`config.mk`:
```
export PLATFORM = sky130hd
export DESIGN_NAME = annexb_sps_pps_locator
export DESIGN_NICKNAME = d
export VERILOG_FILES = /design/src/design/asl_pkg.sv /design/src/design/asl_parser.sv /design/src/design/annexb_sps_pps_locator.sv
export SDC_FILE = /design/constraint.sdc
export NUM_CORES = 1
export LEC_CHECK = 0
export BUFFER_PORTS_ARGS = -buffer_cell sky130_fd_sc_hd__buf_2
export CAP_MARGIN = 20
export CELL_PAD_IN_SITES_DETAIL_PLACEMENT = 1
export CELL_PAD_IN_SITES_GLOBAL_PLACEMENT = 2
export CORE_UTILIZATION = 40
export CTS_BUF_LIST = sky130_fd_sc_hd__clkbuf_8
export CTS_CLUSTER_DIAMETER = 120
export DETAILED_ROUTE_END_ITERATION = 10
export PLACE_DENSITY_LB_ADDON = 0.1
export SYNTH_ARGS = -nofsm -noshare
export SYNTH_HDL_FRONTEND = slang
export SYNTH_SLANG_ARGS = --single-unit
```
`constraint.sdc`:
```
create_clock -name clk -period 7.6 [get_ports clk]
set_clock_uncertainty 0.2 [all_clocks]
set_input_delay 1.14 -clock clk [delete_from_list [all_inputs] [get_ports clk]]
set_output_delay 1.14 -clock clk [all_outputs]
set_load 0.01 [all_outputs]
```
`src/design/asl_pkg.sv`:
```
// Shared types and constants for the Annex B SPS/PPS locator.
package asl_pkg;

	localparam logic [7:0]  NAL_TYPE_MASK   = 8'h1F;
	localparam logic [4:0]  NAL_SPS         = 5'd7;
	localparam logic [4:0]  NAL_PPS         = 5'd8;
	localparam logic [7:0]  START_CODE_TAIL = 8'h01;
	localparam logic [23:0] RECENT_RESET    = 24'hFFFFFF;
	localparam int          SPS_MIN_LEN     = 4;

	typedef struct packed {
		logic        sps_found;
		logic [15:0] sps_offset;
		logic [15:0] sps_length;
		logic        pps_found;
		logic [15:0] pps_offset;
		logic [15:0] pps_length;
		logic [7:0]  profile_byte;
		logic [7:0]  compat_byte;
		logic [7:0]  level_byte;
		logic        header_ok;
	} res_t;

endpackage

```
`src/design/asl_parser.sv`:
```
// Byte-wise start code scanner with SPS and PPS record keeping.
module asl_parser #(
	parameter int MAX_BYTES = 65536
) (
	input  logic          clk,
	input  logic          arst_n,
	input  logic          step,
	input  logic [7:0]    data_byte,
	input  logic          last_byte,
	output asl_pkg::res_t res
);
	import asl_pkg::*;

	localparam int PW = $clog2(MAX_BYTES + 1);
	localparam int BW = $clog2(MAX_BYTES);

	typedef enum logic [1:0] {PH_SEARCH, PH_HEADER, PH_NAL} phase_t;

	phase_t          phase_q, phase_n;
	logic [PW-1:0]   pos_q;
	logic [23:0]     recent_q;
	logic [BW-1:0]   begin_q, begin_n;
	logic [4:0]      kind_q, kind_n;
	logic [23:0]     head_q, head_n;
	logic            sps_found_q, sps_found_n;
	logic [BW-1:0]   sps_off_q, sps_off_n;
	logic [PW-1:0]   sps_len_q, sps_len_n;
	logic [23:0]     sps_bytes_q, sps_bytes_n;
	logic            pps_found_q, pps_found_n;
	logic [BW-1:0]   pps_off_q, pps_off_n;
	logic [PW-1:0]   pps_len_q, pps_len_n;

	logic [7:0]      b1, b2, b3;
	logic            ovf, code;
	logic [BW-1:0]   idx, k;
	logic [PW-1:0]   p, close_end, len;
	logic            close_en;
	logic [23:0]     kept;

	assign b1   = recent_q[7:0];
	assign b2   = recent_q[15:8];
	assign b3   = recent_q[23:16];
	assign ovf  = (pos_q >= PW'(MAX_BYTES));
	assign idx  = BW'(pos_q);
	assign k    = idx - begin_q;
	assign p    = PW'(idx) - PW'(2);
	assign code = (data_byte == START_CODE_TAIL) && (b1 == 8'h00) && (b2 == 8'h00)
		&& !last_byte;

	always_comb begin
		phase_n   = phase_q;
		begin_n   = begin_q;
		kind_n    = kind_q;
		head_n    = head_q;
		close_en  = 1'b0;
		close_end = '0;
		if (ovf) begin
			// Bytes beyond the limit are not parsed; an open NAL ends at the limit.
			if (last_byte && phase_q == PH_NAL) begin
				close_en  = 1'b1;
				close_end = PW'(MAX_BYTES);
			end
		end else begin
			case (phase_q)
				PH_HEADER: begin
					begin_n = idx;
					kind_n  = 5'(data_byte & NAL_TYPE_MASK);
					head_n  = '0;
					phase_n = PH_NAL;
				end
				PH_NAL: begin
					if (code) begin
						close_en = 1'b1;
						// A zero just before the start code belongs to it, not to the NAL.
						if (p > PW'(begin_q) && b3 == 8'h00)
							close_end = p - PW'(1);
						else
							close_end = p;
						phase_n = PH_HEADER;
					end else begin
						case (k)
							BW'(1):  head_n[23:16] = data_byte;
							BW'(2):  head_n[15:8]  = data_byte;
							BW'(3):  head_n[7:0]   = data_byte;
							default: ;
						endcase
					end
				end
				default: begin
					if (code)
						phase_n = PH_HEADER;
				end
			endcase
			if (last_byte && phase_n == PH_NAL) begin
				close_en  = 1'b1;
				close_end = PW'(idx) + PW'(1);
			end
		end
	end

	assign len = close_end - PW'(begin_n);

	always_comb begin
		kept = '0;
		if (len > PW'(1)) kept[23:16] = head_n[23:16];
		if (len > PW'(2)) kept[15:8]  = head_n[15:8];
		if (len > PW'(3)) kept[7:0]   = head_n[7:0];
	end

	always_comb begin
		sps_found_n = sps_found_q;
		sps_off_n   = sps_off_q;
		sps_len_n   = sps_len_q;
		sps_bytes_n = sps_bytes_q;
		pps_found_n = pps_found_q;
		pps_off_n   = pps_off_q;
		pps_len_n   = pps_len_q;
		if (close_en) begin
			if (kind_n == NAL_SPS) begin
				sps_found_n = 1'b1;
				sps_off_n   = begin_n;
				sps_len_n   = len;
				sps_bytes_n = kept;
			end else if (kind_n == NAL_PPS) begin
				pps_found_n = 1'b1;
				pps_off_n   = begin_n;
				pps_len_n   = len;
			end
		end
	end

	always_comb begin
		res.sps_found    = sps_found_n;
		res.sps_offset   = 16'(sps_off_n);
		res.sps_length   = 16'(sps_len_n);
		res.pps_found    = pps_found_n;
		res.pps_offset   = 16'(pps_off_n);
		res.pps_length   = 16'(pps_len_n);
		res.profile_byte = sps_bytes_n[23:16];
		res.compat_byte  = sps_bytes_n[15:8];
		res.level_byte   = sps_bytes_n[7:0];
		res.header_ok    = sps_found_n && pps_found_n && !ovf
			&& (sps_len_n >= PW'(SPS_MIN_LEN));
	end

	always_ff @(posedge clk or negedge arst_n) begin
		if (!arst_n) begin
			phase_q     <= PH_SEARCH;
			pos_q       <= '0;
			recent_q    <= RECENT_RESET;
			begin_q     <= '0;
			kind_q      <= '0;
			head_q      <= '0;
			sps_found_q <= 1'b0;
			sps_off_q   <= '0;
			sps_len_q   <= '0;
			sps_bytes_q <= '0;
			pps_found_q <= 1'b0;
			pps_off_q   <= '0;
			pps_len_q   <= '0;
		end else if (step) begin
			if (last_byte) begin
				// The final byte closes the buffer; the next byte starts afresh.
				phase_q     <= PH_SEARCH;
				pos_q       <= '0;
				recent_q    <= RECENT_RESET;
				begin_q     <= '0;
				kind_q      <= '0;
				head_q      <= '0;
				sps_found_q <= 1'b0;
				sps_off_q   <= '0;
				sps_len_q   <= '0;
				sps_bytes_q <= '0;
				pps_found_q <= 1'b0;
				pps_off_q   <= '0;
				pps_len_q   <= '0;
			end else begin
				phase_q     <= phase_n;
				begin_q     <= begin_n;
				kind_q      <= kind_n;
				head_q      <= head_n;
				sps_found_q <= sps_found_n;
				sps_off_q   <= sps_off_n;
				sps_len_q   <= sps_len_n;
				sps_bytes_q <= sps_bytes_n;
				pps_found_q <= pps_found_n;
				pps_off_q   <= pps_off_n;
				pps_len_q   <= pps_len_n;
				if (!ovf) begin
					recent_q <= {recent_q[15:0], data_byte};
					pos_q    <= pos_q + PW'(1);
				end
			end
		end
	end

endmodule

```
`src/design/annexb_sps_pps_locator.sv`:
```
// Top level of the Annex B SPS/PPS locator: input register, parser and result register.
// A byte accepted into the input register is parsed from there, and the result for a final
// byte is loaded into the result register when that byte advances out of the input register.
// Throughput: one byte per cycle; a byte that is not final always advances, and a final
// byte waits only while an earlier result is held and not yet taken.
// Reset clears all parser state and both valid flags.
module annexb_sps_pps_locator #(
	parameter int MAX_BYTES = 65536
) (
	input  logic        clk,
	input  logic        arst_n,
	input  logic        in_valid,
	output logic        in_ready,
	input  logic [7:0]  data_byte,
	input  logic        last_byte,
	output logic        out_valid,
	input  logic        out_ready,
	output logic        sps_found,
	output logic [15:0] sps_offset,
	output logic [15:0] sps_length,
	output logic        pps_found,
	output logic [15:0] pps_offset,
	output logic [15:0] pps_length,
	output logic [7:0]  profile_byte,
	output logic [7:0]  compat_byte,
	output logic [7:0]  level_byte,
	output logic        header_ok
);
	import asl_pkg::*;

	logic       valid_s1;
	logic [7:0] byte_s1;
	logic       last_s1;
	logic       adv;
	logic       out_valid_q;
	res_t       res;
	res_t       res_q;

	assign adv      = valid_s1 && (!last_s1 || !out_valid_q || out_ready);
	assign in_ready = !valid_s1 || adv;

	always_ff @(posedge clk or negedge arst_n) begin
		if (!arst_n) begin
			valid_s1 <= 1'b0;
		end else if (in_ready) begin
			valid_s1 <= in_valid;
		end
	end

	always_ff @(posedge clk) begin
		if (in_ready && in_valid) begin
			byte_s1 <= data_byte;
			last_s1 <= last_byte;
		end
	end

	asl_parser #(
		.MAX_BYTES(MAX_BYTES)
	) u_parser (
		.clk      (clk),
		.arst_n   (arst_n),
		.step     (adv),
		.data_byte(byte_s1),
		.last_byte(last_s1),
		.res      (res)
	);

	always_ff @(posedge clk or negedge arst_n) begin
		if (!arst_n) begin
			out_valid_q <= 1'b0;
		end else if (adv && last_s1) begin
			out_valid_q <= 1'b1;
		end else if (out_ready) begin
			out_valid_q <= 1'b0;
		end
	end

	always_ff @(posedge clk) begin
		if (adv && last_s1)
			res_q <= res;
	end

	assign out_valid    = out_valid_q;
	assign sps_found    = res_q.sps_found;
	assign sps_offset   = res_q.sps_offset;
	assign sps_length   = res_q.sps_length;
	assign pps_found    = res_q.pps_found;
	assign pps_offset   = res_q.pps_offset;
	assign pps_length   = res_q.pps_length;
	assign profile_byte = res_q.profile_byte;
	assign compat_byte  = res_q.compat_byte;
	assign level_byte   = res_q.level_byte;
	assign header_ok    = res_q.header_ok;

endmodule

```
# Word level (Yosys, flattened, before mapping)
# Cells that the tools add are included.
totals:
  reg_bits: 281
  input_bits: 13
  output_inout_bits: 93
  elab_cells: 135
op_classes:
  n_addsub: 6
  order_cmp: 6
  n_eq_ne: 10
  mux: 62
  n_reduce_logical: 24
ops:
  columns: ["op", "n"]
  rows:
  - ["2-to-1 mux 16 bit", 14]
  - ["2-to-1 mux 24 bit", 8]
  - ["2-to-1 mux 17 bit", 11]
  - ["2-to-1 mux 8 bit", 6]
  - ["one-hot mux 24 bit (2 select lines)", 1]
  - ["greater-than comparator 17 x 2 -> 1 bit, second input constant", 2]
  - ["== test 16 x 2 -> 1 bit, second input constant", 2]
  - ["logical NOT 8 bit", 3]
  - ["adder 16 x 1 -> 17 bit, second input constant", 1]
  - ["adder 17 x 1 -> 17 bit, second input constant", 1]
  - [">= comparator 17 bit, second input constant", 1]
  - [">= comparator 17 x 3 -> 1 bit, second input constant", 1]
  - ["greater-than comparator 17 x 1 -> 1 bit, second input constant", 1]
  - ["greater-than comparator 17 x 16 -> 1 bit", 1]
  - ["subtractor 16 x 2 -> 17 bit, second input constant", 1]
  - ["subtractor 17 x 1 -> 17 bit, second input constant", 1]
  - ["subtractor 17 x 16 -> 17 bit", 1]
  - ["== test 16 x 1 -> 1 bit, second input constant", 1]
  - ["subtractor 16 bit", 1]
  - ["2-to-1 mux 5 bit", 3]
  - ["2-to-1 mux 1 bit", 14]
  - ["logical AND 1 bit", 12]
  - ["2-to-1 mux 2 bit", 5]
  - ["== test 8 x 1 -> 1 bit, second input constant", 1]
  - ["9 further kinds", 15]

# Logic depth before layout (Yosys ltp)
# Gate-level depths: netlist of the first run.
depth:
  word_depth: 17
  mapped_depth: 30
  depth_no_buf: 28

# Modules after synthesis
# From an unflattened synthesis of the first run, not the netlist that was laid out.
hier_totals:
  hier_cells: 1542
  hier_area_um2: 15588.7
modules_own_cells:
  columns: ["mod", "instances", "cells_each", "area_each_um2", "seq_area_each_um2"]
  rows:
  - ["asl_parser", 1, 1432, 12479.5, 4509.3]
  - ["annexb_sps_pps_locator", 1, 110, 3109.2, 3052.9]

# Worst setup path after synthesis of the first run
# Ideal clock, no wire load.
synth_timing:
  path_kind: "register to register"
  start: "register u_parser.pos_q[1]"
  end: "register res_q, in the netlist level_byte[6] (data pin)"
  setup_ps: 268
  arrival_time_ps: 6250
  required_time_ps: 7132
  slack_ps: 881
  stages_incl_launch_ff: 28
  path_buffers: 1
  period_less_slack_ps: 6719
  cell_sequence: "dfrtp_1 > inv_1 > ha_1 > or4b_4 > nor2_2 > nand2_1 > xnor2_1 > inv_1 > ha_1 > nand4_1 > nor4_1 > a21bo_2 > nand4_1 > nand4_1 > nor3_1 > xnor2_1 > a211oi_1 > ha_1 > and3_1 > a21oi_1 > nand3b_1 > xor2_1 > or4_1 > nor4b_1 > nand2_1 > nor4_4 > buf_6 > o31ai_1"
synth_rtl:
  columns: ["item", "line", "source"]
  rows:
  - ["start: declaration", "asl_parser.sv:20", "logic [PW-1:0] pos_q;"]
  - ["start signal: assignment", "asl_parser.sv:191", "pos_q <= pos_q + PW'(1);"]
  - ["end signal: assignment", "annexb_sps_pps_locator.sv:80", "res_q <= res;"]
  - ["end: declaration", "annexb_sps_pps_locator.sv:37", "res_t res_q;"]

==> run metrics, run 1 <==
register-to-register setup slack=0.45 ns; Lkg Pwr=7.44 nW; RSZ-0062 raised after global routing=true; hold path depth=2; internal cell power=~0.0025 W; yosys warns=0; Worst-Margin Slew=1.06 ns; GP Congestion=between 0.9 and 1; Switching Share=0.273; Setup WS pre-CTS=0.118 ns; CP Data Required Time=7.74 ns; Hold Slack=between 0.2 and 0.3 ns; Final WS setup=0.448 ns; Total Routed Length=47.9 mm; DP Cell Count=2081; die width=~200 um; Max Fanout on Critical Path=6; Seq/Total Area, Yosys=0.498; Finished Cell Area=between 0.015 and 0.02 sq mm; HP Class=flop to flop; vias=between 10000 and 15000; most frequent cells in the layout=229 x nand2_1, 155 x dfrtp_1, 114 x nor2_1; dpl cell area=0.0162 sq mm; hold_buf cts=0; CTS Buffer Depth=3; clock latency on the worst-skew pair=0.62 ns; Initial DRC Count=593; Hold Vio Cnt, Final=0; ys async rst share=0.644; sequential power share=0.472; first-pass GRT wire length=74.7 mm; Tmin final=7.15 ns; outcome=complete, no violations; Synth Area in XOR/XNOR=0.0300; post-route clock period utilization=0.941; Peak VDD IR=0.127 mV; Post-Synth Adder-Cell Area=0.0480; CTS tree=yes; # fillers=4238; Worst Hold End=u_parser.recent_q[23]; layout cell share with drive strength beyond 1=0.179; H-tree depth=2; Power Density=around 200 mW/mm^2; die footprint=~0.039 sq mm; number of distinct library cells after synthesis=between 70 and 80; Initial Util=0.405; non-filler cells in the finished layout=2181; max-cap check violation count=0; largest family of logic cells by synthesized area=compound AO/OA/AOI/OAI gates; Mapped Area=0.0152 sq mm; Main synth FF type=dfrtp_1; commonest non-fill, non-tap cell in the layout=nand2_1; Comb pwr share=0.122; compound-gate portion of the synthesized area=0.199; Post-synth EDFFs=100; Via-to-Cell Ratio=5.62; dpl hpwl=34.1 mm; All-Layer GR Usage=0.251; DR WL/cell=22.0 um; post-synthesis register bit count=281; Highest Clock Rate=140 MHz; Final Core Density=0.462; Yosys top cell area share=0.259; DRC Markers=0; simple-gate portion of the synthesized area=0.162; synth top area cells=dfrtp_1 26%, edfxtp_1 20%, nand2_1 5.7%, a22o_1 4.9%, ha_1 4.5%; Final Max Tran Viols=0; CP Class=flop to flop; reg2reg start=u_parser.pos_q[1]; die height=197 um; root buffer cell=clkbuf_8; mux share of post-synthesis cell area=0.0253; reg2reg end=header_ok; Post-Syn Area per Cell=9.90 sq um; I/O Buffers=105; core box area=between 0.03 and 0.04 sq mm; Arr. time, crit path=7.29 ns; Clk pwr share=0.406; GRT overflow=0; Rel. slew slack=0.290; CTS Buf Count=50; DR pass1 iterations=5; largest net degree at the start of global routing=72; clock slew seen by the registers of the worst setup and hold paths=approximately 0.06 ns; num ports=roughly 110; P_sw=0.000953 W; Crit. End Element=flop; initial antenna violation count=0; Rows=71; synth-to-layout area growth=14.1%; final setup vio count=0; Layout Nets=1697; vias in the first global route=12600; Mapped Nets=1604; Gate Count Post-Synth=1534; Final ANT Viol Nets=0; dominant cell type by area after synthesis=dfrtp_1; hold path startpoint=u_parser.recent_q[23]; Critical Path Source Type=flop; clk sink count=281; worst reg2reg path depth=27
cell type report:
cell class	count	area [sq um]	share of cell area
Clock buffer	59	812	0.0469
Clock inverter	34	190	0.0110
Timing Repair Buffer	138	792	0.0457
Inverter	43	161	0.00932
Antenna cell	2	5.00	0.000289
Multi-Input combinational cell	1113	7160	0.413
Sequential cell	281	7560	0.437
Tap cell	511	639	0.0369
cells in the mapped netlist (all sizes together) (10+ instances only):
cell,instances
a21oi,77
buf,20
nand3,27
nor2,119
dfstp,24
o22ai,18
o21a,10
nand4,10
o22a,23
and3,19
mux2,19
xnor2,31
nor4,17
a211oi,10
nand2,230
mux2i,17
o31ai,25
inv,43
o21ai,113
or3,10
edfxtp,100
nor3,20
a31o,18
a22o,85
xor2,21
ha,55
and2,25
clkbuf,77
dfrtp,157
sequential cells by signal, indices dropped and copies added, names as in the netlist, 2 cells and up:
signal,cells
byte_s1,8
pps_length,16
u_parser.sps_bytes_q,24
u_parser.head_q,24
u_parser.pps_off_q,16
u_parser.pos_q,17
u_parser.kind_q,5
pps_offset,16
u_parser.pps_len_q,16
u_parser.phase_q,2
sps_length,16
u_parser.recent_q,24
level_byte,8
sps_offset,16
u_parser.sps_off_q,16
profile_byte,8
u_parser.sps_len_q,17
compat_byte,8
u_parser.begin_q,16
critical path, cell delays in order, from the launching register on:
cell and delay (ns):
dfrtp_1 0.38, inv_1 0.15, ha_1 0.19, or4b_4 0.49, nor2_2 0.14, nand2_1 0.07, xnor2_1 0.24, inv_1 0.08
ha_1 0.29, nand4_1 0.19, nor4_4 0.33, a21bo_2 0.26, nand4_1 0.16, and2_1 0.24, nand3_1 0.12, xnor2_1 0.14
a21oi_1 0.21, nor2_1 0.07, ha_1 0.40, o21ai_0 0.26, a2111oi_2 0.46, buf_4 0.18, a21oi_1 0.07, xnor2_1 0.20
mux2_2 0.31, or4_1 0.57, a2111oi_1 0.35, a211oi_1 0.13
cells by family after synthesis:
kind of cell,count (synthesis)
DFF,281
adders and majority gates,57
muxes,36
xor gates and xnor gates,52
AOI/OAI and AO/OA,441
buffers and inverters,140
and+or+nand+nor,527
per-layer routing:
metal	vias up	share of wire	GRT usage
met5	-	0	0
met4	0	0.025	0.0798
met3	71	0.039	0.0375
met2	238	0.45	0.383
met1	6153	0.49	0.364
li1	5789	-	-
stage by stage:
| stage | total power (W) | TNS [ns] |
|---|---|---|
| CTS | 0.00352 | 0 |
| finish | 0.00349 | 0 |
| floorplan | 0.00194 | 0 |
| global route | 0.00363 | -0.0185 |
| global placement | 0.00209 | 0 |
| detailed placement | 0.00209 | 0 |
power groups by stage:
stage | Sequential, W | Combinational [W] | Clock [W]
floorplan | 0.00168 | 0.000257 | 0
global placement | 0.00168 | 0.000409 | 0
detailed placement | 0.00168 | 0.000417 | 0
CTS | 0.00165 | 0.000419 | 0.00145
global route | 0.00165 | 0.000463 | 0.00152
finish | 0.00165 | 0.000424 | 0.00142
how the worst max path moves through the flow:
| stage | endpoint | cells past startpoint | startpoint |
|---|---|---|---|
| after floorplan | level_byte[6] | 27 | u_parser.pos_q[1] |
| after global placement | level_byte[2] | 28 | u_parser.pos_q[1] |
| after detailed placement | header_ok | 25 | u_parser.pos_q[1] |
| after CTS | header_ok | 25 | u_parser.pos_q[1] |
| after global routing | header_ok | 28 | u_parser.pos_q[1] |
| final | header_ok | 27 | u_parser.pos_q[1] |
timing repair:
| action | 4_1_cts | 5_1_grt |
|---|---|---|
| gates resized for setup | 0 | 17 |
| buffers inserted | 0 | 5 |
| endpoints found under the setup margin | 0 | 49 |
Note: power is estimated with default switching activity, not from simulation.
==> run 2, diff against run 1 <==
- CTS_BUF_LIST: sky130_fd_sc_hd__clkbuf_8 -> not set
- HOLD_SLACK_MARGIN: not set -> 0.15
- PLACE_DENSITY: not set -> 0.88
- PLACE_DENSITY_LB_ADDON: 0.1 -> not set
==> run 2 against run 1 <==
Against the previous run: via count grew 0.89%; flip-flop and latch count unchanged; largest power group unchanged; hold slack gained 0.0034 ns; highest routed layer unchanged.
==> run metrics, run 2 (synthesized netlist as in run 1, its figures left out) <==
Worst-Margin Slew=1.10 ns; CTS Buf Count=34; hold path startpoint=u_parser.sps_bytes_q[5]; Layout Nets=1677; H-tree depth=2; Worst Setup SP=u_parser.pos_q[1]; final setup vio count=0; Power Density=between 200 and 250 mW/mm^2; DR pass1 iterations=5; sequential power share=0.444; Crit. End Element=flop; Highest Clock Rate=138 MHz; die width=just under 200 um; initial antenna violation count=0; P_sw=0.000989 W; diode count=0; Arr. time, crit path=7.30 ns; Worst Hold End=u_parser.sps_bytes_q[5]; number of buffers and inverters on the critical path=2; CTS tree=yes; worst reg2reg path depth=26; Tmin final=7.25 ns; Comb pwr share=0.115; outcome=complete, no violations; Total Routed Length=a little under 50 mm; Initial Util=0.405; GRT overflow=0; max-cap check violation count=0; Lkg Pwr=7.40 nW; vias in the first global route=12700; Final Max Tran Viols=0; Initial DRC Count=815; Hold Vio Cnt, Final=0; num ports=106; Critical Path Slowest Stage Cell=or4_1; synth-to-layout area growth=14.6%; Max Fanout on Critical Path=6; DP Cell Count=2080; multi-input gate area in the final layout=between 0.007 and 0.008 sq mm; I/O Buffers=105; dpl hpwl=roughly 34 mm; non-filler cells in the finished layout=2144; Via-to-Cell Ratio=5.76; Critical Path Max Stage Delay=approximately 0.5 ns; Clk pwr share=0.441; layout cell share with drive strength beyond 1=0.173; hold_buf cts=0; clock slew seen by the registers of the worst setup and hold paths=approximately 0.060 ns; post-route clock period utilization=0.954; Final ANT Viol Nets=0; clk sink count=between 200 and 300; top cell family by delay on the critical path=simple AND/OR/NAND/NOR gates; first-pass GRT wire length=74.9 mm; Design Power=0.00371 W; Switching Share=0.266; most frequent cells in the layout=229 x nand2_1, 156 x dfrtp_1, 115 x nor2_1; root buffer cell=clkbuf_16; GP Congestion=around 0.95; core box area=between 0.03 and 0.04 sq mm; # fillers=4206; die footprint=0.0387 sq mm; largest net degree at the start of global routing=75; largest registers=u_parser.head_q (24), u_parser.recent_q (24), u_parser.sps_bytes_q (24); storage element area=0.00756 sq mm; Critical Path Source Type=flop; CP Data Required Time=7.65 ns; vias=12400; commonest non-fill, non-tap cell in the layout=nand2_1; CP Class=flop to flop; register-to-register setup slack=0.35 ns; Peak VDD IR=0.156 mV; HP Class=flop to flop; hold path depth=2; Rel. slew slack=0.264; Rows=71; CTS Buffer Depth=3; die height=197 um; DRC Markers=0; clock latency on the worst-skew pair=between 0.5 and 0.6 ns; DR WL/cell=between 20 and 25 um; reg2reg end=header_ok; All-Layer GR Usage=0.249; reg2reg start=u_parser.pos_q[1]; internal cell power=0.00272 W
-- run 2: changes by cell type in the layout (fill, tap and decap cells not counted), moves of 3 or more --
cell,change
buf_4,-4
clkbuf_1,+3
clkbuf_16,+35
clkbuf_8,-55
clkinv_1,-4
clkinv_2,+3
inv_1,-19
inv_6,+3
-- run 2: stage by stage --
| stage | util | cell area, sq um | setup slack, ns | setup TNS (ns) | hold slack (ns) |
|---|---|---|---|---|---|
| 2_1_floorplan | - | 15200 | 0.881 | 0 | 0.239 |
| 3_3_place_gp | 0.432 | 16200 | 0.0848 | 0 | 0.259 |
| 3_5_place_dp | 0.432 | 16200 | -0.0188 | -0.0188 | 0.269 |
| 4_1_cts | 0.462 | 17300 | 0.0731 | 0 | 0.284 |
| 5_1_grt | 0.464 | 17400 | -0.0211 | -0.0849 | 0.298 |
| 6_report | 0.464 | 17400 | 0.347 | 0 | 0.282 |
-- run 2: worst max path at each step --
stage	endpoint	slack, ns	cells after the start
6_report	header_ok	0.35	26
5_1_grt	level_byte[5]	-0.02	27
4_1_cts	header_ok	0.07	24
3_5_place_dp	header_ok	-0.02	24
3_3_place_gp	header_ok	0.08	24
2_1_floorplan	level_byte[6]	0.88	27
-- run 2: power by group through the flow --
stage / sequential (W) / combinational, W / clock (W)
after floorplan: 0.00168 / 0.000257 / 0
after global placement: 0.00168 / 0.000405 / 0
after detailed placement: 0.00168 / 0.000412 / 0
after CTS: 0.00165 / 0.000415 / 0.00167
after global routing: 0.00165 / 0.000465 / 0.00173
final: 0.00165 / 0.000426 / 0.00164
-- run 2: worst reg2reg max path, cell delays in order, from the launching register on --
cell       delay (ns)
dfrtp_1          0.38
inv_1            0.15
ha_1             0.20
or4b_4           0.50
nor2_2           0.15
nand2_1          0.07
xnor2_1          0.19
inv_1            0.07
ha_1             0.29
nand4_1          0.18
nor4_4           0.35
a21bo_2          0.26
nand4_1          0.15
nand4_1          0.30
nor3_1           0.38
xnor2_1          0.16
a211oi_1         0.09
ha_1             0.30
or3_1            0.40
nor3_1           0.27
nand3_1          0.15
o311ai_0         0.15
xnor2_1          0.27
mux2_2           0.38
or4_1            0.51
a2111oi_1        0.35
a211oi_1         0.12
-- run 2: what timing repair did --
item / in CTS / in global routing
endpoints found under the setup margin: 13 / 49
cloned: 0 / 0
gates resized for setup: 1 / 15
setup buffers: 0 / 2
pin swaps: 0 / 4
-- run 2: final cells by class --
class | count | area share
clock buffers | 42 | 0.0541
multi-input cells | 1113 | 0.411
well taps | 511 | 0.0367
flip-flops and latches | 281 | 0.434
repair buffers | 134 | 0.0438
clock inverters | 20 | 0.0102
inverters | 43 | 0.00927
-- run 2: layer usage --
| metal | vias up | track usage | wire (um) |
|---|---|---|---|
| met4 | 0 | 0.0818 | 1410 |
| met5 | - | 0 | 0 |
| met1 | 6267 | 0.341 | 22100 |
| met3 | 73 | 0.0341 | 2010 |
| li1 | 5743 | - | - |
| met2 | 277 | 0.406 | 22800 |
==> run 3, diff against run 2 <==
- CORE_UTILIZATION: 40 -> 36
- MAX_ROUTING_LAYER: not set -> met4
- PLACE_DENSITY: 0.88 -> 0.84
- clock period: 7.6 -> 6.4 ns (I/O delays scaled with it)
==> run 3 against run 2 <==
Against the previous run: the flow now finishes with violations (setup timing); final cell count increased by 6.8%; sequential power increased by 18%; hold slack got worse by 0.020 ns; highest routed layer unchanged.
==> run metrics, run 3 (synthesized netlist as in run 1, its figures left out) <==
register-to-register setup slack=-0.09 ns; non-filler cells in the finished layout=2289; DR pass1 iterations=5; DRC Markers=0; Peak VDD IR=0.168 mV; commonest non-fill, non-tap cell in the layout=nand2_1; die height=207 um; Max Fanout on Critical Path=7; CTS Buf Count=34; die footprint=0.0430 sq mm; Final TNS setup=-1.41 ns; GP Congestion=roughly 0.9; Highest Clock Rate=154 MHz; number of buffers and inverters on the critical path=6; CP Data Required Time=around 6.5 ns; root buffer cell=clkbuf_16; clock latency on the worst-skew pair=0.56 ns; worst reg2reg path depth=30; max-cap check violation count=0; I/O Buffers=between 100 and 150; Lkg Pwr=8.14 nW; Total Routed Length=51.2 mm; DP Cell Count=around 2200; GRT overflow=0; Power Density=241 mW/mm^2; core box area=~0.04 sq mm; H-tree depth=2; clock slew seen by the registers of the worst setup and hold paths=0.06 ns; CTS Buffer Depth=3; final setup vio count=24; failing checks=setup timing; Worst Hold End=u_parser.recent_q[23]; layout cell share with drive strength beyond 1=0.263; CTS tree=yes; reg2reg end=level_byte[5]; dpl hpwl=~36 mm; num ports=106; Crit. End Element=flop; synth-to-layout area growth=23.9%; Worst-Margin Slew=between 1 and 1.5 ns; Hold Vio Cnt, Final=0; Via-to-Cell Ratio=5.66; largest registers=u_parser.head_q (24), u_parser.recent_q (24), u_parser.sps_bytes_q (24); Rows=74; Tmin final=6.49 ns; # fillers=4573; reg2reg start=u_parser.pos_q[1]; initial antenna violation count=0; Layout Nets=1801; Critical Path Source Type=flop; most numerous cell on the critical path=nand4_1; diode count=0; top cell family by delay on the critical path=simple AND/OR/NAND/NOR gates; largest net degree at the start of global routing=109; Critical Path Max Stage Delay=0.53 ns; hold path depth=2; hold path startpoint=u_parser.recent_q[23]; Critical Path Slowest Stage Cell=or4_4; outcome=finished, violations left; DR WL/cell=22.4 um; Initial Util=0.369; Setup WS pre-CTS=-0.455 ns; vias=between 10000 and 15000; die width=around 210 um; HP Class=flop to flop; Final ANT Viol Nets=0; vias in the first global route=roughly 14000; first-pass GRT wire length=around 80 mm; CP Class=flop to flop; Final WS setup=-0.0919 ns; RSZ-0062 raised after global routing=true; Design Power=0.00454 W; post-route clock period utilization=1.01; All-Layer GR Usage=0.241; Initial DRC Count=784; Rel. slew slack=0.278; most frequent cells in the layout=227 x nand2_1, 156 x dfrtp_1, 145 x buf_4; clk sink count=281; Arr. time, crit path=around 6.6 ns; Final Max Tran Viols=0
run 3: cell count changes in the layout (fill, tap and decap cells not counted), sizes merged:
| cell | previous run | this run |
|---|---|---|
| clkinvlp | 2 | 0 |
| clkinv | 13 | 9 |
| clkbuf | 42 | 53 |
| inv | 46 | 43 |
| buf | 134 | 256 |
run 3: routing by layer:
metal	part of all wire	global-route usage
met5	0	-
met4	0.028	0.0710
met3	0.041	0.0369
met2	0.47	0.385
met1	0.46	0.317
run 3: stage by stage:
step | hold WS [ns] | cell area (sq um) | util
detailed placement | 0.257 | 17100 | 0.415
floorplan | 0.239 | 15200 | -
CTS | 0.268 | 18500 | 0.448
finish | 0.262 | 18800 | 0.457
global placement | 0.254 | 17100 | 0.415
global route | 0.295 | 18800 | 0.457
run 3: tightest hold or removal path, cell delays in order (launching register included):
cell and delay, ns:
dfstp_2 0.37, nand2_1 0.05, nand2_1 0.05
run 3: cell type report:
type	count	area, sq um	area share
clock buffer	51	996	0.0529
tap	532	666	0.0354
inverter	43	161	0.00858
multi-input combinational	1113	7520	0.400
clock inverter	11	155	0.00825
sequential	281	7560	0.402
timing repair buffer	258	1750	0.0931
run 3: worst max-delay path by stage:
stage                      startpoint            end  slack, ns  cells after the start
floorplan           u_parser.pos_q[1]  level_byte[6]      0.007                     28
global placement    u_parser.pos_q[1]  level_byte[3]      -0.23                     29
CTS                 u_parser.pos_q[1]  level_byte[2]      -0.03                     33
detailed placement  u_parser.pos_q[1]  level_byte[2]      -0.45                     28
global route        u_parser.pos_q[2]  level_byte[5]      -0.34                     30
finish              u_parser.pos_q[1]  level_byte[5]      -0.09                     30
run 3: what timing repair did:
item	CTS	global route
pin swaps	20	45
hold buffers	0	0
setup buffers	10	6
endpoints found under the setup margin	54	58
gates cloned	1	1
gates resized for setup	36	56
run 3: where the power goes:
group          leakage, nW  internal [W]  total (W)  switching (W)
Combinational         4.17      0.000240   0.000611       0.000371
Clock                0.561       0.00117    0.00198       0.000805
Sequential            3.41       0.00192    0.00195      0.0000295
